--- src/rtl/spt_pkg.sv ---
// Shared types, register map and lookup tables for the servo pulse train generator.
package spt_pkg;

	localparam int ADDR_W = 4;
	localparam int DATA_W = 32;

	typedef enum logic [1:0] {
		REG_PERIOD = 2'd0,
		REG_OFFSET = 2'd1,
		REG_ALIGN  = 2'd2,
		REG_MARGIN = 2'd3
	} reg_idx_t;

	typedef enum logic [1:0] {
		ST_TICK     = 2'd0,
		ST_ACCEPTED = 2'd1,
		ST_REJECTED = 2'd2
	} status_t;

	localparam logic [15:0] PERIOD_RST = 16'd20000;
	localparam logic [11:0] OFFSET_RST = 12'd546;
	localparam logic [7:0]  ALIGN_RST  = 8'd40;
	localparam logic [7:0]  MARGIN_RST = 8'd10;
	localparam logic [11:0] HT_MAX     = 12'd4095;

	typedef struct packed {
		logic       command;
		logic [7:0] angle;
		logic       hold;
		logic       align;
	} req_t;

	typedef struct packed {
		logic       pin_level;
		logic       busy_res;
		logic [1:0] status;
	} res_t;

	typedef struct packed {
		logic [15:0] period_us;
		logic [11:0] offset_us;
		logic [7:0]  align_pulses;
		logic [7:0]  margin_pulses;
	} cfg_t;

	// floor(10.3 * angle) for every 8-bit angle
	typedef logic [255:0][11:0] ht_tab_t;
	// trunc(diff * 33 / 180) for every 8-bit angle difference
	typedef logic [255:0][5:0] cnt_tab_t;

	function automatic ht_tab_t mk_ht_tab();
		ht_tab_t t;
		for (int i = 0; i < 256; i++) begin
			t[i] = 12'((103 * i) / 10);
		end
		return t;
	endfunction

	function automatic cnt_tab_t mk_cnt_tab();
		cnt_tab_t t;
		for (int i = 0; i < 256; i++) begin
			t[i] = 6'((33 * i) / 180);
		end
		return t;
	endfunction

	localparam ht_tab_t  HT_TAB  = mk_ht_tab();
	localparam cnt_tab_t CNT_TAB = mk_cnt_tab();

endpackage

--- src/rtl/servo_pulse_train_generator.sv ---
// Top level of the servo pulse train generator: request handling, pulse state, result register.
//
// Each request (a one-microsecond tick or a move command) is handled when it is accepted: the
// pulse state is updated and the result is loaded into the output register at that edge,
// so it appears on out_data in the following cycle. A new request is taken every cycle as long
// as the result register is empty or being drained; out_ready low stalls the input only when a
// result is already waiting. The high time uses a 256-entry angle table and a saturating add;
// a plain move's pulse count uses a 256-entry table on the angle difference plus the margin.
module servo_pulse_train_generator
	import spt_pkg::*;
(
	input  logic              clk,
	input  logic              arst_n,
	input  logic              in_valid,
	output logic              in_ready,
	input  req_t              in_data,
	output logic              out_valid,
	input  logic              out_ready,
	output res_t              out_data,
	input  logic              psel,
	input  logic              penable,
	input  logic              pwrite,
	input  logic [ADDR_W-1:0] paddr,
	input  logic [DATA_W-1:0] pwdata,
	output logic [DATA_W-1:0] prdata,
	output logic              pready
);

	cfg_t cfg;

	logic [7:0]  last_angle_q;
	logic [11:0] high_time_q;
	logic [8:0]  pulses_left_q;
	logic        hold_active_q;
	logic [15:0] phase_q;
	logic        out_valid_q;
	res_t        out_q;

	logic        take;
	logic        busy;
	logic        level;
	logic        wrap;
	logic [7:0]  diff;
	logic [12:0] ht_sum;
	logic [11:0] ht_new;
	logic [8:0]  cnt_new;
	logic        busy_new;

	logic [7:0]  last_angle_d;
	logic [11:0] high_time_d;
	logic [8:0]  pulses_left_d;
	logic        hold_active_d;
	logic [15:0] phase_d;
	res_t        res_d;

	spt_regs u_regs (
		.clk     (clk),
		.arst_n  (arst_n),
		.psel    (psel),
		.penable (penable),
		.pwrite  (pwrite),
		.paddr   (paddr),
		.pwdata  (pwdata),
		.prdata  (prdata),
		.pready  (pready),
		.cfg     (cfg)
	);

	assign in_ready  = !out_valid_q || out_ready;
	assign take      = in_valid && in_ready;
	assign out_valid = out_valid_q;
	assign out_data  = out_q;

	assign busy  = (pulses_left_q != 9'd0) || hold_active_q;
	assign level = busy && ({4'd0, high_time_q} > phase_q);
	// period zero behaves as one tick: the compare below is then always true
	assign wrap  = ({1'b0, phase_q} + 17'd1) >= {1'b0, cfg.period_us};

	assign diff   = (in_data.angle >= last_angle_q) ? in_data.angle - last_angle_q
	                                                : last_angle_q - in_data.angle;
	assign ht_sum = {1'b0, cfg.offset_us} + {1'b0, HT_TAB[in_data.angle]};
	assign ht_new = ht_sum[12] ? HT_MAX : ht_sum[11:0];

	always_comb begin
		if (in_data.hold) begin
			cnt_new = 9'd0;
		end else if (in_data.align) begin
			cnt_new = {1'b0, cfg.align_pulses};
		end else begin
			cnt_new = {3'd0, CNT_TAB[diff]} + {1'b0, cfg.margin_pulses};
		end
	end

	assign busy_new = in_data.hold || (cnt_new != 9'd0);

	always_comb begin
		last_angle_d  = last_angle_q;
		high_time_d   = high_time_q;
		pulses_left_d = pulses_left_q;
		hold_active_d = hold_active_q;
		phase_d       = phase_q;
		res_d.pin_level = level;
		res_d.busy_res  = busy;
		res_d.status    = ST_TICK;
		if (!in_data.command) begin
			if (busy) begin
				if (wrap) begin
					phase_d = '0;
					if (!hold_active_q && pulses_left_q != 9'd0) begin
						pulses_left_d = pulses_left_q - 9'd1;
					end
				end else begin
					phase_d = phase_q + 16'd1;
				end
			end else begin
				phase_d = '0;
			end
			res_d.busy_res = (pulses_left_d != 9'd0) || hold_active_q;
		end else if (busy) begin
			res_d.status = ST_REJECTED;
		end else begin
			high_time_d   = ht_new;
			phase_d       = '0;
			pulses_left_d = cnt_new;
			hold_active_d = in_data.hold;
			last_angle_d  = in_data.angle;
			res_d.pin_level = busy_new && (ht_new != 12'd0);
			res_d.busy_res  = busy_new;
			res_d.status    = ST_ACCEPTED;
		end
	end

	always_ff @(posedge clk or negedge arst_n) begin
		if (!arst_n) begin
			last_angle_q  <= '0;
			high_time_q   <= '0;
			pulses_left_q <= '0;
			hold_active_q <= 1'b0;
			phase_q       <= '0;
			out_valid_q   <= 1'b0;
		end else begin
			if (take) begin
				last_angle_q  <= last_angle_d;
				high_time_q   <= high_time_d;
				pulses_left_q <= pulses_left_d;
				hold_active_q <= hold_active_d;
				phase_q       <= phase_d;
				out_valid_q   <= 1'b1;
			end else if (out_ready) begin
				out_valid_q <= 1'b0;
			end
		end
	end

	always_ff @(posedge clk) begin
		if (take) begin
			out_q <= res_d;
		end
	end

endmodule

--- src/rtl/spt_regs.sv ---
// APB-style configuration register file for the servo pulse train generator.
module spt_regs
	import spt_pkg::*;
(
	input  logic              clk,
	input  logic              arst_n,
	input  logic              psel,
	input  logic              penable,
	input  logic              pwrite,
	input  logic [ADDR_W-1:0] paddr,
	input  logic [DATA_W-1:0] pwdata,
	output logic [DATA_W-1:0] prdata,
	output logic              pready,
	output cfg_t              cfg
);

	cfg_t     cfg_q;
	reg_idx_t idx;
	logic     wr_en;

	assign pready = 1'b1;
	assign idx    = reg_idx_t'(paddr[ADDR_W-1:2]);
	assign wr_en  = psel && penable && pwrite;
	assign cfg    = cfg_q;

	always_ff @(posedge clk or negedge arst_n) begin
		if (!arst_n) begin
			cfg_q.period_us     <= PERIOD_RST;
			cfg_q.offset_us     <= OFFSET_RST;
			cfg_q.align_pulses  <= ALIGN_RST;
			cfg_q.margin_pulses <= MARGIN_RST;
		end else if (wr_en) begin
			case (idx)
				REG_PERIOD: cfg_q.period_us     <= pwdata[15:0];
				REG_OFFSET: cfg_q.offset_us     <= pwdata[11:0];
				REG_ALIGN:  cfg_q.align_pulses  <= pwdata[7:0];
				REG_MARGIN: cfg_q.margin_pulses <= pwdata[7:0];
				default: ;
			endcase
		end
	end

	always_comb begin
		case (idx)
			REG_PERIOD: prdata = DATA_W'(cfg_q.period_us);
			REG_OFFSET: prdata = DATA_W'(cfg_q.offset_us);
			REG_ALIGN:  prdata = DATA_W'(cfg_q.align_pulses);
			REG_MARGIN: prdata = DATA_W'(cfg_q.margin_pulses);
			default:    prdata = '0;
		endcase
	end

endmodule

--- config.mk ---
export PLATFORM = sky130hd
export DESIGN_NAME = servo_pulse_train_generator
export DESIGN_NICKNAME = d
export VERILOG_FILES = /design/src/rtl/spt_pkg.sv /design/src/rtl/servo_pulse_train_generator.sv /design/src/rtl/spt_regs.sv
export SDC_FILE = /design/constraint.sdc
export NUM_CORES = 1
export LEC_CHECK = 0
export ABC_CLOCK_PERIOD_IN_PS = 6700
export BUFFER_PORTS_ARGS = -buffer_cell sky130_fd_sc_hd__buf_2
export CAP_MARGIN = 5
export CORE_UTILIZATION = 60
export DETAILED_ROUTE_END_ITERATION = 8
export PLACE_DENSITY = 0.9
export SETUP_SLACK_MARGIN = 0.2
export SYNTH_ARGS = -nofsm -noshare
export SYNTH_HDL_FRONTEND = slang
export SYNTH_SLANG_ARGS = --single-unit
export TNS_END_PERCENT = 20
--- constraint.sdc ---
create_clock -name clk -period 6.7 [get_ports clk]
set_input_delay 2.01 -clock clk [delete_from_list [all_inputs] [get_ports clk]]
set_output_delay 2.01 -clock clk [all_outputs]
set_load 0.03 [all_outputs]
==> implementation parameters, run 1 <==
Parameter                              Value

Synth
  Number of instances in the synthesized netlist ... approximately 1200
  Share of synthesized area occupied by flip-flops and latches ... ~24%
  Most used DFF post-synth ... dfrtp_1
  Share of the synthesized area in the top cell type ... 19.8%
  Number of storage elements in the synthesis netlist ... 95
  Dominant cells by area after synthesis ... dfrtp_1 (20%), ha_1 (9.1%), a21oi_1 (6.1%)
  Syn Area/Cell ... around 8.0 um2
  Post-synth ARST share ... between 90% and 100%
  Distinct cells, synth ... between 90 and 100
  Combined area of all synthesized cells ... 9980 um2
  Biggest area consumer among synthesized cells ... dfrtp_1
  Number of flops mapped to enable cells by yosys ... 4
  Number of synthesis warnings ... 0

Status
  Exit stage ... 5_1_grt
  Run status ... did not finish
  Run-stopping error ... [ERROR GRT-0232] Routing congestion too high. Check the congestion heatmap in the GUI.

Clock network
  Count of clock tree sinks ... 95
  CTS buffer count ... 9
  Clock root cell ... clkbuf_16
  Maximum count of clock buffers along a single path ... 2
  CTS HTree Levels ... 3

Timing
  Type of the worst endpoint after the last repair ... register data pin
  Final worst endpoint reported by repair_timing after global routing ... out_data[3]$_DFFE_PP_/D

Global route
  Aggregate global routing overflow ... 9
  GRT Resource Usage Total ... around three quarters
  Pin count of the biggest net entering global routing ... 86

Floorplanning
  Starting utilization of the core area ... roughly 62%
  Number of rows in the core area ... 46
  Die height ... 131 um
  Number of top-level design ports ... just over 90
  Overall die width ... ~130 um

Placed design
  Final RePlAce weighted congestion ... approximately 0.95
  Area of placed instances ... between 10000 and 15000 um2
  Port bufs ... 57
  Sum of net half-perimeters after detailed placement ... 22400 um
-- stage by stage --
step / hold slack (ps) / worst slack (ps) / TNS (ps) / util (%) / cells
after floorplan: 441 / 54.2 / 0 / - / 1256
after global placement: 470 / -429 / -1590 / 71.4 / 1586
after detailed placement: 487 / -608 / -3580 / 71.4 / 1586
after CTS: 490 / -115 / -263 / 74.8 / 1610
-- synth_stat cells, types with 6 or more instances --
master	count
a211oi_1	24
a21o_1	18
a21oi_1	121
a31oi_1	16
and3_1	13
buf_1	7
buf_4	18
buf_6	6
clkbuf_1	61
dfrtp_1	79
dfstp_2	12
ha_1	73
inv_1	68
mux2_2	50
mux2i_1	15
mux4_2	15
nand2_1	104
nand2b_1	11
nand3_1	28
nand4_1	12
nor2_1	108
nor3_1	27
o211ai_1	24
o21a_1	15
o21ai_0	110
o21ai_1	11
o21bai_1	7
o22a_1	9
o311ai_0	6
o31ai_1	12
or3_1	6
xnor2_1	23
xor2_1	15
-- layer usage --
metal	track usage (%)	overflow
met2	84.3	3
met1	75.6	1
met4	68.8	5
met5	45.3	0
met3	69.7	0
-- cell families after synthesis --
kind of cell / after synthesis / synth area share (%)
compound gates: 427 / 26.8
simple gates: 347 / 16.2
buf+inv: 167 / 7.46
flops: 95 / 24.2
mux: 83 / 11.1
fa+ha+maj: 78 / 10.1
xor+xnor: 42 / 4.10
other cells: 2 / 0.0752
-- repair_timing --
item                       in CTS
hold endpoints to repair        0
hold buffers                    0
resized for setup              39
setup endpoints to repair       7
pin swaps                      30
buffers inserted                8
==> run 2, diff against run 1 <==
--- a/config.mk
+++ b/config.mk
@@ -8,10 +8,9 @@
 export ABC_CLOCK_PERIOD_IN_PS = 6700
 export BUFFER_PORTS_ARGS = -buffer_cell sky130_fd_sc_hd__buf_2
 export CAP_MARGIN = 5
-export CORE_UTILIZATION = 60
+export CORE_UTILIZATION = 40
 export DETAILED_ROUTE_END_ITERATION = 8
-export PLACE_DENSITY = 0.9
-export SETUP_SLACK_MARGIN = 0.2
+export PLACE_DENSITY_LB_ADDON = 0.15
 export SYNTH_ARGS = -nofsm -noshare
 export SYNTH_HDL_FRONTEND = slang
 export SYNTH_SLANG_ARGS = --single-unit
==> run 2 against run 1 <==
Against the previous run: the flow now finishes, with violations (negative setup slack); area after synthesis is the same; synthesized cell count is the same.
==> implementation parameters, run 2 <==
Parameter                              Value

Status
  Run status ... finished with violations
  Failing checks ... negative setup slack

Power
  Proportion of total power due to net switching ... a little under half
  Areal power density over the cells ... roughly 440 nW/um2
  Share of power burned in the clock network ... 9.8%
  VDD IR max ... between 0.2 and 0.25 mV
  Switch Pwr ... around 2.4 mW
  Leakage Power ... approximately 5.5 nW
  Int Power ... 2.92 mW
  Logic pwr share ... between 70% and 80%
  Relative contribution of sequential cells to total power ... between 15 and 20%

Cells and area
  N_diodes ... 0
  Sequential cell area ... 2410 um2
  Final std cell area, no fill ... 12200 um2
  Number of fill cells ... around 2400
  Top library cells by usage in the layout, fill and taps aside ... buf_4 (176), a21oi_1 (111), nor2_1 (106), nand2_1 (104), o21ai_0 (104)
  Core Util, Final ... 50.2%
  Max FFs per register ... 44
  Post-layout net count ... between 1500 and 2000
  Most common cell after layout, fill and taps aside ... buf_4
  Area taken by multi-input logic gates ... roughly 7200 um2
  Ratio of cells with drive above 1 in the final layout ... between 20% and 30%
  Area growth from synthesis to layout ... 22.6%

Floorplanning
  Starting utilization of the core area ... just over 40%
  Die height ... roughly 160 um
  Core region area ... between 20000 and 25000 um2
  Number of rows in the core area ... 57
  Overall die width ... 160 um
  Die ar. ... 25600 um2
  Number of top-level design ports ... just over 90

Synth
  Combined area of all synthesized cells ... roughly 10000 um2
  Number of flops mapped to enable cells by yosys ... 4
  Share of the synthesized area in the top cell type ... between 10% and 20%
  Number of instances in the synthesized netlist ... between 1000 and 1500
  Most frequent cells after synthesis ... a21oi_1 (121), o21ai_0 (110), nor2_1 (108)
  Distinct cells, synth ... 92
  XOR/XNOR share of the synthesized area ... around 4.1%
  Portion of netlist area occupied by mux cells ... 11.1%
  Number of storage elements in the synthesis netlist ... between 90 and 100
  Share of synthesized area occupied by flip-flops and latches ... 24.2%
  Syn Area/Cell ... slightly above 8 um2
  Post-synth ARST share ... around 96%
  Most numerous cell in the Yosys netlist ... a21oi_1
  Most used DFF post-synth ... dfrtp_1
  Number of synthesis warnings ... 0
  Fraction of the mapped netlist area in simple logic gates ... between 10% and 20%
  Biggest area consumer among synthesized cells ... dfrtp_1
  Synthesized-area fraction occupied by ao, oa, aoi and oai cells ... between 20% and 30%
  Combinational family with the most area after synthesis ... compound AO/OA/AOI/OAI gates
  Area share of fa/ha/maj cells after synthesis ... 10.1%
  Dominant cells by area after synthesis ... dfrtp_1 (20%), ha_1 (9.1%), a21oi_1 (6.1%)

Worst setup path
  Startpoint kind of the worst setup timing path ... input port
  Reg-to-reg critical path endpoint ... out_data[3]$_DFFE_PP_
  Count of buffer and inverter cells on the critical path ... 7
  Biggest fanout along the worst timing path ... 5
  Arrival time of the worst setup path ... slightly below 7000 ps
  Max stage delay on crit path ... 550 ps
  Critical-path cell with the highest stage delay ... mux4_2
  Nature of the critical path endpoint ... register
  Reg2Reg Setup Slack ... between 1000 and 1500 ps
  Data required, critical path ... roughly 6800 ps
  Source of the worst register-to-register timing path ... last_angle_q[0]$_DFFE_PN0P_
  Kind of cell adding the most delay to the critical path ... compound AO/OA/AOI/OAI gates
  Number of cells on the worst reg-to-reg path ... 26
  Critical path type ... input port to register

Route
  DRC errors left ... 0
  DR vias/cell ... around 5.6
  Routed length on met1 ... between 10000 and 15000 um
  Via count ... slightly below 10000
  Total length of routed met3 wires ... ~1300 um
  Met2 routed WL ... around 15000 um
  Final antenna-violating net count ... 0
  Final wirelength ... between 30000 and 40000 um
  Pre-antenna DRT Iters ... 5
  Number of violations reported at the end of detailed-routing iteration 0 ... between 600 and 700
  Topmost layer with routed signal wires ... met4
  Routed wire per std cell ... roughly 17 um

Min path
  Sink of the worst hold path ... high_time_q[10]$_DFFE_PN0P_
  Depth of the worst hold-timing path ... 2
  Startpoint of the worst hold path ... high_time_q[10]$_DFFE_PN0P_
  Min-delay worst type ... register to register

Timing
  Final critical-path share of the clock period ... 101%
  Maximum clock skew at final layout ... 15.0 ps
  Count of final hold-check violations ... 0
  Least setup slack across all paths after layout ... -39.2 ps
  RSZ-0062 raised after global routing ... yes
  Slew at the pin with the worst max-slew slack ... between 800 and 900 ps
  Fin. max-slew vios ... 0
  Max-Slew Margin vs Limit ... 40.3%
  Highest clock rate ... 148 MHz
  Final setup violation count ... 2
  Clock period minus worst slack ... 6740 ps

Placed design
  Final RePlAce weighted congestion ... 0.870
  Port bufs ... 57
  Area of placed instances ... ~12000 um2
  Sum of net half-perimeters after detailed placement ... 23000 um

Global route
  Via count of the first global-routing pass ... 9398
  Initial antenna violation count ... 0
  First-pass GRT wire length ... around 49000 um
  Aggregate global routing overflow ... 0
  GRT Resource Usage Total ... a little under a quarter
  Pin count of the biggest net entering global routing ... 59

Clock network
  Count of clock tree sinks ... 95
  Clock root cell ... clkbuf_16
  Maximum count of clock buffers along a single path ... 2
  Clock tree from TritonCTS ... yes
  Clock slew at reported path FFs ... about 70 ps
  CTS buffer count ... 9
  Worst-Skew Late Latency ... ~360 ps
  Cts-stage hold buffer count ... 0
  CTS HTree Levels ... 3

Job
  Number of violations of the max-capacitance limit ... 0
run 2: cell counts after synthesis:
No cell type changed its count.
run 2: worst reg2reg max path, cell delays in order, from the launching register on:
cell and delay [ps]:
dfrtp_1 390, ha_4 160, inv_2 30, fa_2 340, a21oi_2 150, o2111a_2 240, o21ai_2 80, buf_12 150
buf_4 150, mux2i_2 170, or2_4 260, nand2_2 90, buf_4 110, nand2_1 60, a21oi_1 210, o21ai_1 120
mux4_2 550, fa_2 370, a21o_1 190, a21oi_2 160, o21bai_1 120, a21oi_2 230, xor2_1 170, o31ai_1 80
buf_4 170, nor3b_4 250, o31ai_1 90
run 2: worst max-delay path by stage:
| stage | startpoint | endpoint | slack [ps] | cells after the start |
|---|---|---|---|---|
| finish | in_data[2] | out_data[3]$_DFFE_PP_ | -40 | 28 |
| global placement | in_data[2] | out_data[3]$_DFFE_PP_ | -710 | 28 |
| floorplan | in_data[5] | out_data[3]$_DFFE_PP_ | 0.8 | 28 |
| global route | in_data[2] | out_data[3]$_DFFE_PP_ | -250 | 27 |
| CTS | in_data[2] | out_data[3]$_DFFE_PP_ | -80 | 31 |
| detailed placement | in_data[2] | out_data[3]$_DFFE_PP_ | -720 | 28 |
run 2: logic make-up (layout without fill, tap and decap cells):
family                     after synthesis  in the layout
muxes                                   83             83
and+or+nand+nor                        347            347
adders and majority gates               78             78
other                                    2             17
DFF                                     95             95
buffers and inverters                  167            325
AOI/OAI and AO/OA                      427            427
xor gates and xnor gates                42             43
run 2: area by class of cell:
type	count	share of cell area, %
Clock buffer	9	1.84
Sequential cell	95	19.7
Tap cell	324	3.31
Clock inverter	7	0.603
Multi-Input combinational cell	995	58.5
Timing Repair Buffer	238	13.8
Inverter	71	2.22
run 2: power by group through the flow:
stage	Sequential [mW]	Clock [mW]	Combinational, mW
after floorplan	0.821	0	2.34
after global placement	0.859	0	3.64
after detailed placement	0.863	0	3.68
after CTS	0.853	0.538	3.84
after global routing	0.875	0.563	4.33
final	0.854	0.523	3.96
run 2: repair_timing:
action,CTS,global route
gates resized for setup,19,35
pin swaps,9,22
setup endpoints to repair,5,21
cloned,0,1
setup buffers,7,3
run 2: per-stage QoR:
stage | setup slack, ps | setup TNS [ps] | total power [mW] | std cells | hold WS (ps)
after global routing | -245 | -871 | 5.77 | 1739 | 527
after CTS | -80.2 | -185 | 5.24 | 1736 | 498
after global placement | -707 | -6320 | 4.50 | 1713 | 476
after detailed placement | -722 | -6690 | 4.54 | 1713 | 483
final | -39.2 | -56.7 | 5.34 | 1739 | 495
after floorplan | 0.780 | 0 | 3.16 | 1256 | 441
run 2: routing by layer:
metal  track usage (%)  up-vias
met1              30.6     4629
met4              8.14        0
li1                  -     4850
met3              2.91       41
met2              40.5      230
met5                 0        -
Note: power is estimated with default switching activity, not from simulation.
==> run 3, diff against run 2 <==
==> constraint.sdc (replaced) <==
create_clock -name clk -period 6.7 [get_ports clk]
set_input_delay 0.335 -clock clk [delete_from_list [all_inputs] [get_ports clk]]
set_output_delay 0.335 -clock clk [all_outputs]
set_load 0.03 [all_outputs]
==> run 3 against run 2 <==
Against the previous run: die area is the same; the run now ends clean; critical path depth shrank 4; largest cell class unchanged; cell area shrank 11%; highest routed layer unchanged.
==> implementation parameters, run 3 (synthesized netlist as in run 2, its figures left out) <==
Parameter                              Value

Cells and area
  Most common cell after layout, fill and taps aside ... a21oi_1
  Top library cells by usage in the layout, fill and taps aside ... a21oi_1 (121), o21ai_0 (110), nor2_1 (108), nand2_1 (104), dfrtp_1 (79)
  N_diodes ... 0
  Area growth from synthesis to layout ... 8.61%
  Max FFs per register ... between 40 and 50
  Post-layout net count ... approximately 1400
  Ratio of cells with drive above 1 in the final layout ... ~17%

Worst setup path
  Arrival time of the worst setup path ... ~6300 ps
  Nature of the critical path endpoint ... register
  Reg-to-reg critical path endpoint ... out_data[3]$_DFFE_PP_
  Number of cells on the worst reg-to-reg path ... 24
  Biggest fanout along the worst timing path ... 11
  Source of the worst register-to-register timing path ... last_angle_q[3]$_DFFE_PN0P_
  Data required, critical path ... approximately 6800 ps
  Reg2Reg Setup Slack ... around 500 ps
  Startpoint kind of the worst setup timing path ... register
  Critical path type ... register to register

Global route
  Aggregate global routing overflow ... 0
  Via count of the first global-routing pass ... ~8600
  Pin count of the biggest net entering global routing ... 86
  First-pass GRT wire length ... between 40000 and 50000 um
  Initial antenna violation count ... 0
  GRT Resource Usage Total ... between 20 and 25%

Clock network
  Clock slew at reported path FFs ... about 80 ps
  CTS buffer count ... 9
  Maximum count of clock buffers along a single path ... 2
  Post-CTS Setup Bufs ... 0
  Post-cts repair resize count ... 0
  Count of clock tree sinks ... 95
  CTS HTree Levels ... 3
  Worst-Skew Late Latency ... approximately 360 ps
  Clock root cell ... clkbuf_16
  Clock tree from TritonCTS ... yes

Floorplanning
  Number of rows in the core area ... between 50 and 60
  Die ar. ... approximately 26000 um2
  Starting utilization of the core area ... between 40% and 50%
  Core region area ... roughly 24000 um2
  Die height ... about 160 um
  Number of top-level design ports ... 93
  Overall die width ... roughly 160 um

Timing
  Fin. max-slew vios ... 0
  RSZ-0062 raised after global routing ... no
  Maximum clock skew at final layout ... 25.4 ps
  Count of final hold-check violations ... 0
  Clock period minus worst slack ... 6210 ps
  Aggregate negative setup slack ... 0 ps
  Final critical-path share of the clock period ... between 90% and 100%
  Max-Slew Margin vs Limit ... roughly 43%
  Final setup violation count ... 0
  Highest clock rate ... between 150 and 200 MHz
  Slew at the pin with the worst max-slew slack ... ~840 ps

Power
  Leakage Power ... about 4.7 nW
  Switch Pwr ... 2.12 mW
  Proportion of total power due to net switching ... roughly 50%
  Logic pwr share ... 68.0%
  Share of power burned in the clock network ... between 10% and 20%
  Relative contribution of sequential cells to total power ... between 10% and 20%
  Areal power density over the cells ... 400 nW/um2
  VDD IR max ... 0.220 mV
  Total Power ... between 4 and 5 mW
  Int Power ... about 2.2 mW

Route
  Final antenna-violating net count ... 0
  DRC errors left ... 0
  Via count ... 9171
  Routed wire per std cell ... between 15 and 20 um
  Number of violations reported at the end of detailed-routing iteration 0 ... a little under 700
  DR vias/cell ... a little under 6
  Final wirelength ... about 28000 um
  Pre-antenna DRT Iters ... 5

Placed design
  Port bufs ... 57
  Sum of net half-perimeters after detailed placement ... 21200 um
  Final RePlAce weighted congestion ... ~0.85

Min path
  Depth of the worst hold-timing path ... 2
  Startpoint of the worst hold path ... in_valid
  Min-delay worst type ... input port to register
  Sink of the worst hold path ... out_valid$_DFFE_PN0P_

Job
  Number of violations of the max-capacitance limit ... 0

Status
  Run status ... completed
[run 3: layer usage]
| layer | track usage (%) | part of all wire (%) | up-vias |
|---|---|---|---|
| met1 | 30.0 | 46 | 4365 |
| met3 | 3.12 | 4.3 | 27 |
| li1 | - | - | 4564 |
| met4 | 6.45 | 2.0 | 0 |
| met5 | 0 | 0 | - |
| met2 | 37.3 | 48 | 215 |
[run 3: how the worst max path moves through the flow]
stage	from	to	slack, ps
final	last_angle_q[3]$_DFFE_PN0P_	out_data[3]$_DFFE_PP_	490
after CTS	last_angle_q[3]$_DFFE_PN0P_	out_data[3]$_DFFE_PP_	470
after global routing	last_angle_q[3]$_DFFE_PN0P_	out_data[3]$_DFFE_PP_	90
after global placement	in_data[2]	out_data[3]$_DFFE_PP_	370
after detailed placement	in_data[2]	out_data[3]$_DFFE_PP_	350
after floorplan	in_data[4]	out_data[3]$_DFFE_PP_	1240
[run 3: cell type report]
class | count | area (um2)
repair buffers | 91 | 546
fillers | 2496 | 13500
well taps | 324 | 405
flip-flops and latches | 95 | 2410
clock inverters | 7 | 88.8
inverters | 71 | 267
clock buffers | 9 | 225
multi-input cells | 994 | 6900
[run 3: per-stage QoR]
| stage | utilization, % | setup slack [ps] | instance area, um2 | instances | hold slack (ps) |
|---|---|---|---|---|---|
| floorplan | - | 1240 | 10000 | 1256 | 39.4 |
| global placement | 43.1 | 370 | 10500 | 1574 | 289 |
| detailed placement | 43.1 | 351 | 10500 | 1574 | 300 |
| CTS | 44.5 | 472 | 10800 | 1591 | 186 |
| global route | 44.5 | 94.4 | 10800 | 1591 | 198 |
| finish | 44.5 | 490 | 10800 | 1591 | 196 |
[run 3: power groups by stage]
stage,sequential [mW],clock [mW],combinational [mW]
3_3_place_gp,0.861,0,2.92
6_report,0.851,0.538,2.95
5_1_grt,0.872,0.574,3.28
4_1_cts,0.853,0.552,2.95
2_1_floorplan,0.818,0,2.28
3_5_place_dp,0.863,0,2.93
[run 3: worst max-delay path: stages, from the launching register on]
cell       delay [ps]
dfrtp_1           390
ha_1              560
nand4_2           230
o2111a_2          200
o21ai_2           590
mux2i_4           410
xnor2_2           180
buf_4             210
a21oi_1           220
nor2_1             70
or3_1             310
a31oi_1           170
a2bb2oi_1         130
ha_1              240
fa_1              400
a21o_1            170
a21oi_1           210
o21bai_1           90
a21oi_1           250
nor2_1            160
nor3_1            210
nand3_1           100
nor3b_1           210
buf_4             170
o31ai_1            70
[run 3: what timing repair did]
action	in CTS	in global routing
hold endpoints to repair	22	0
hold buffers	1	0
setup endpoints to repair	0	0
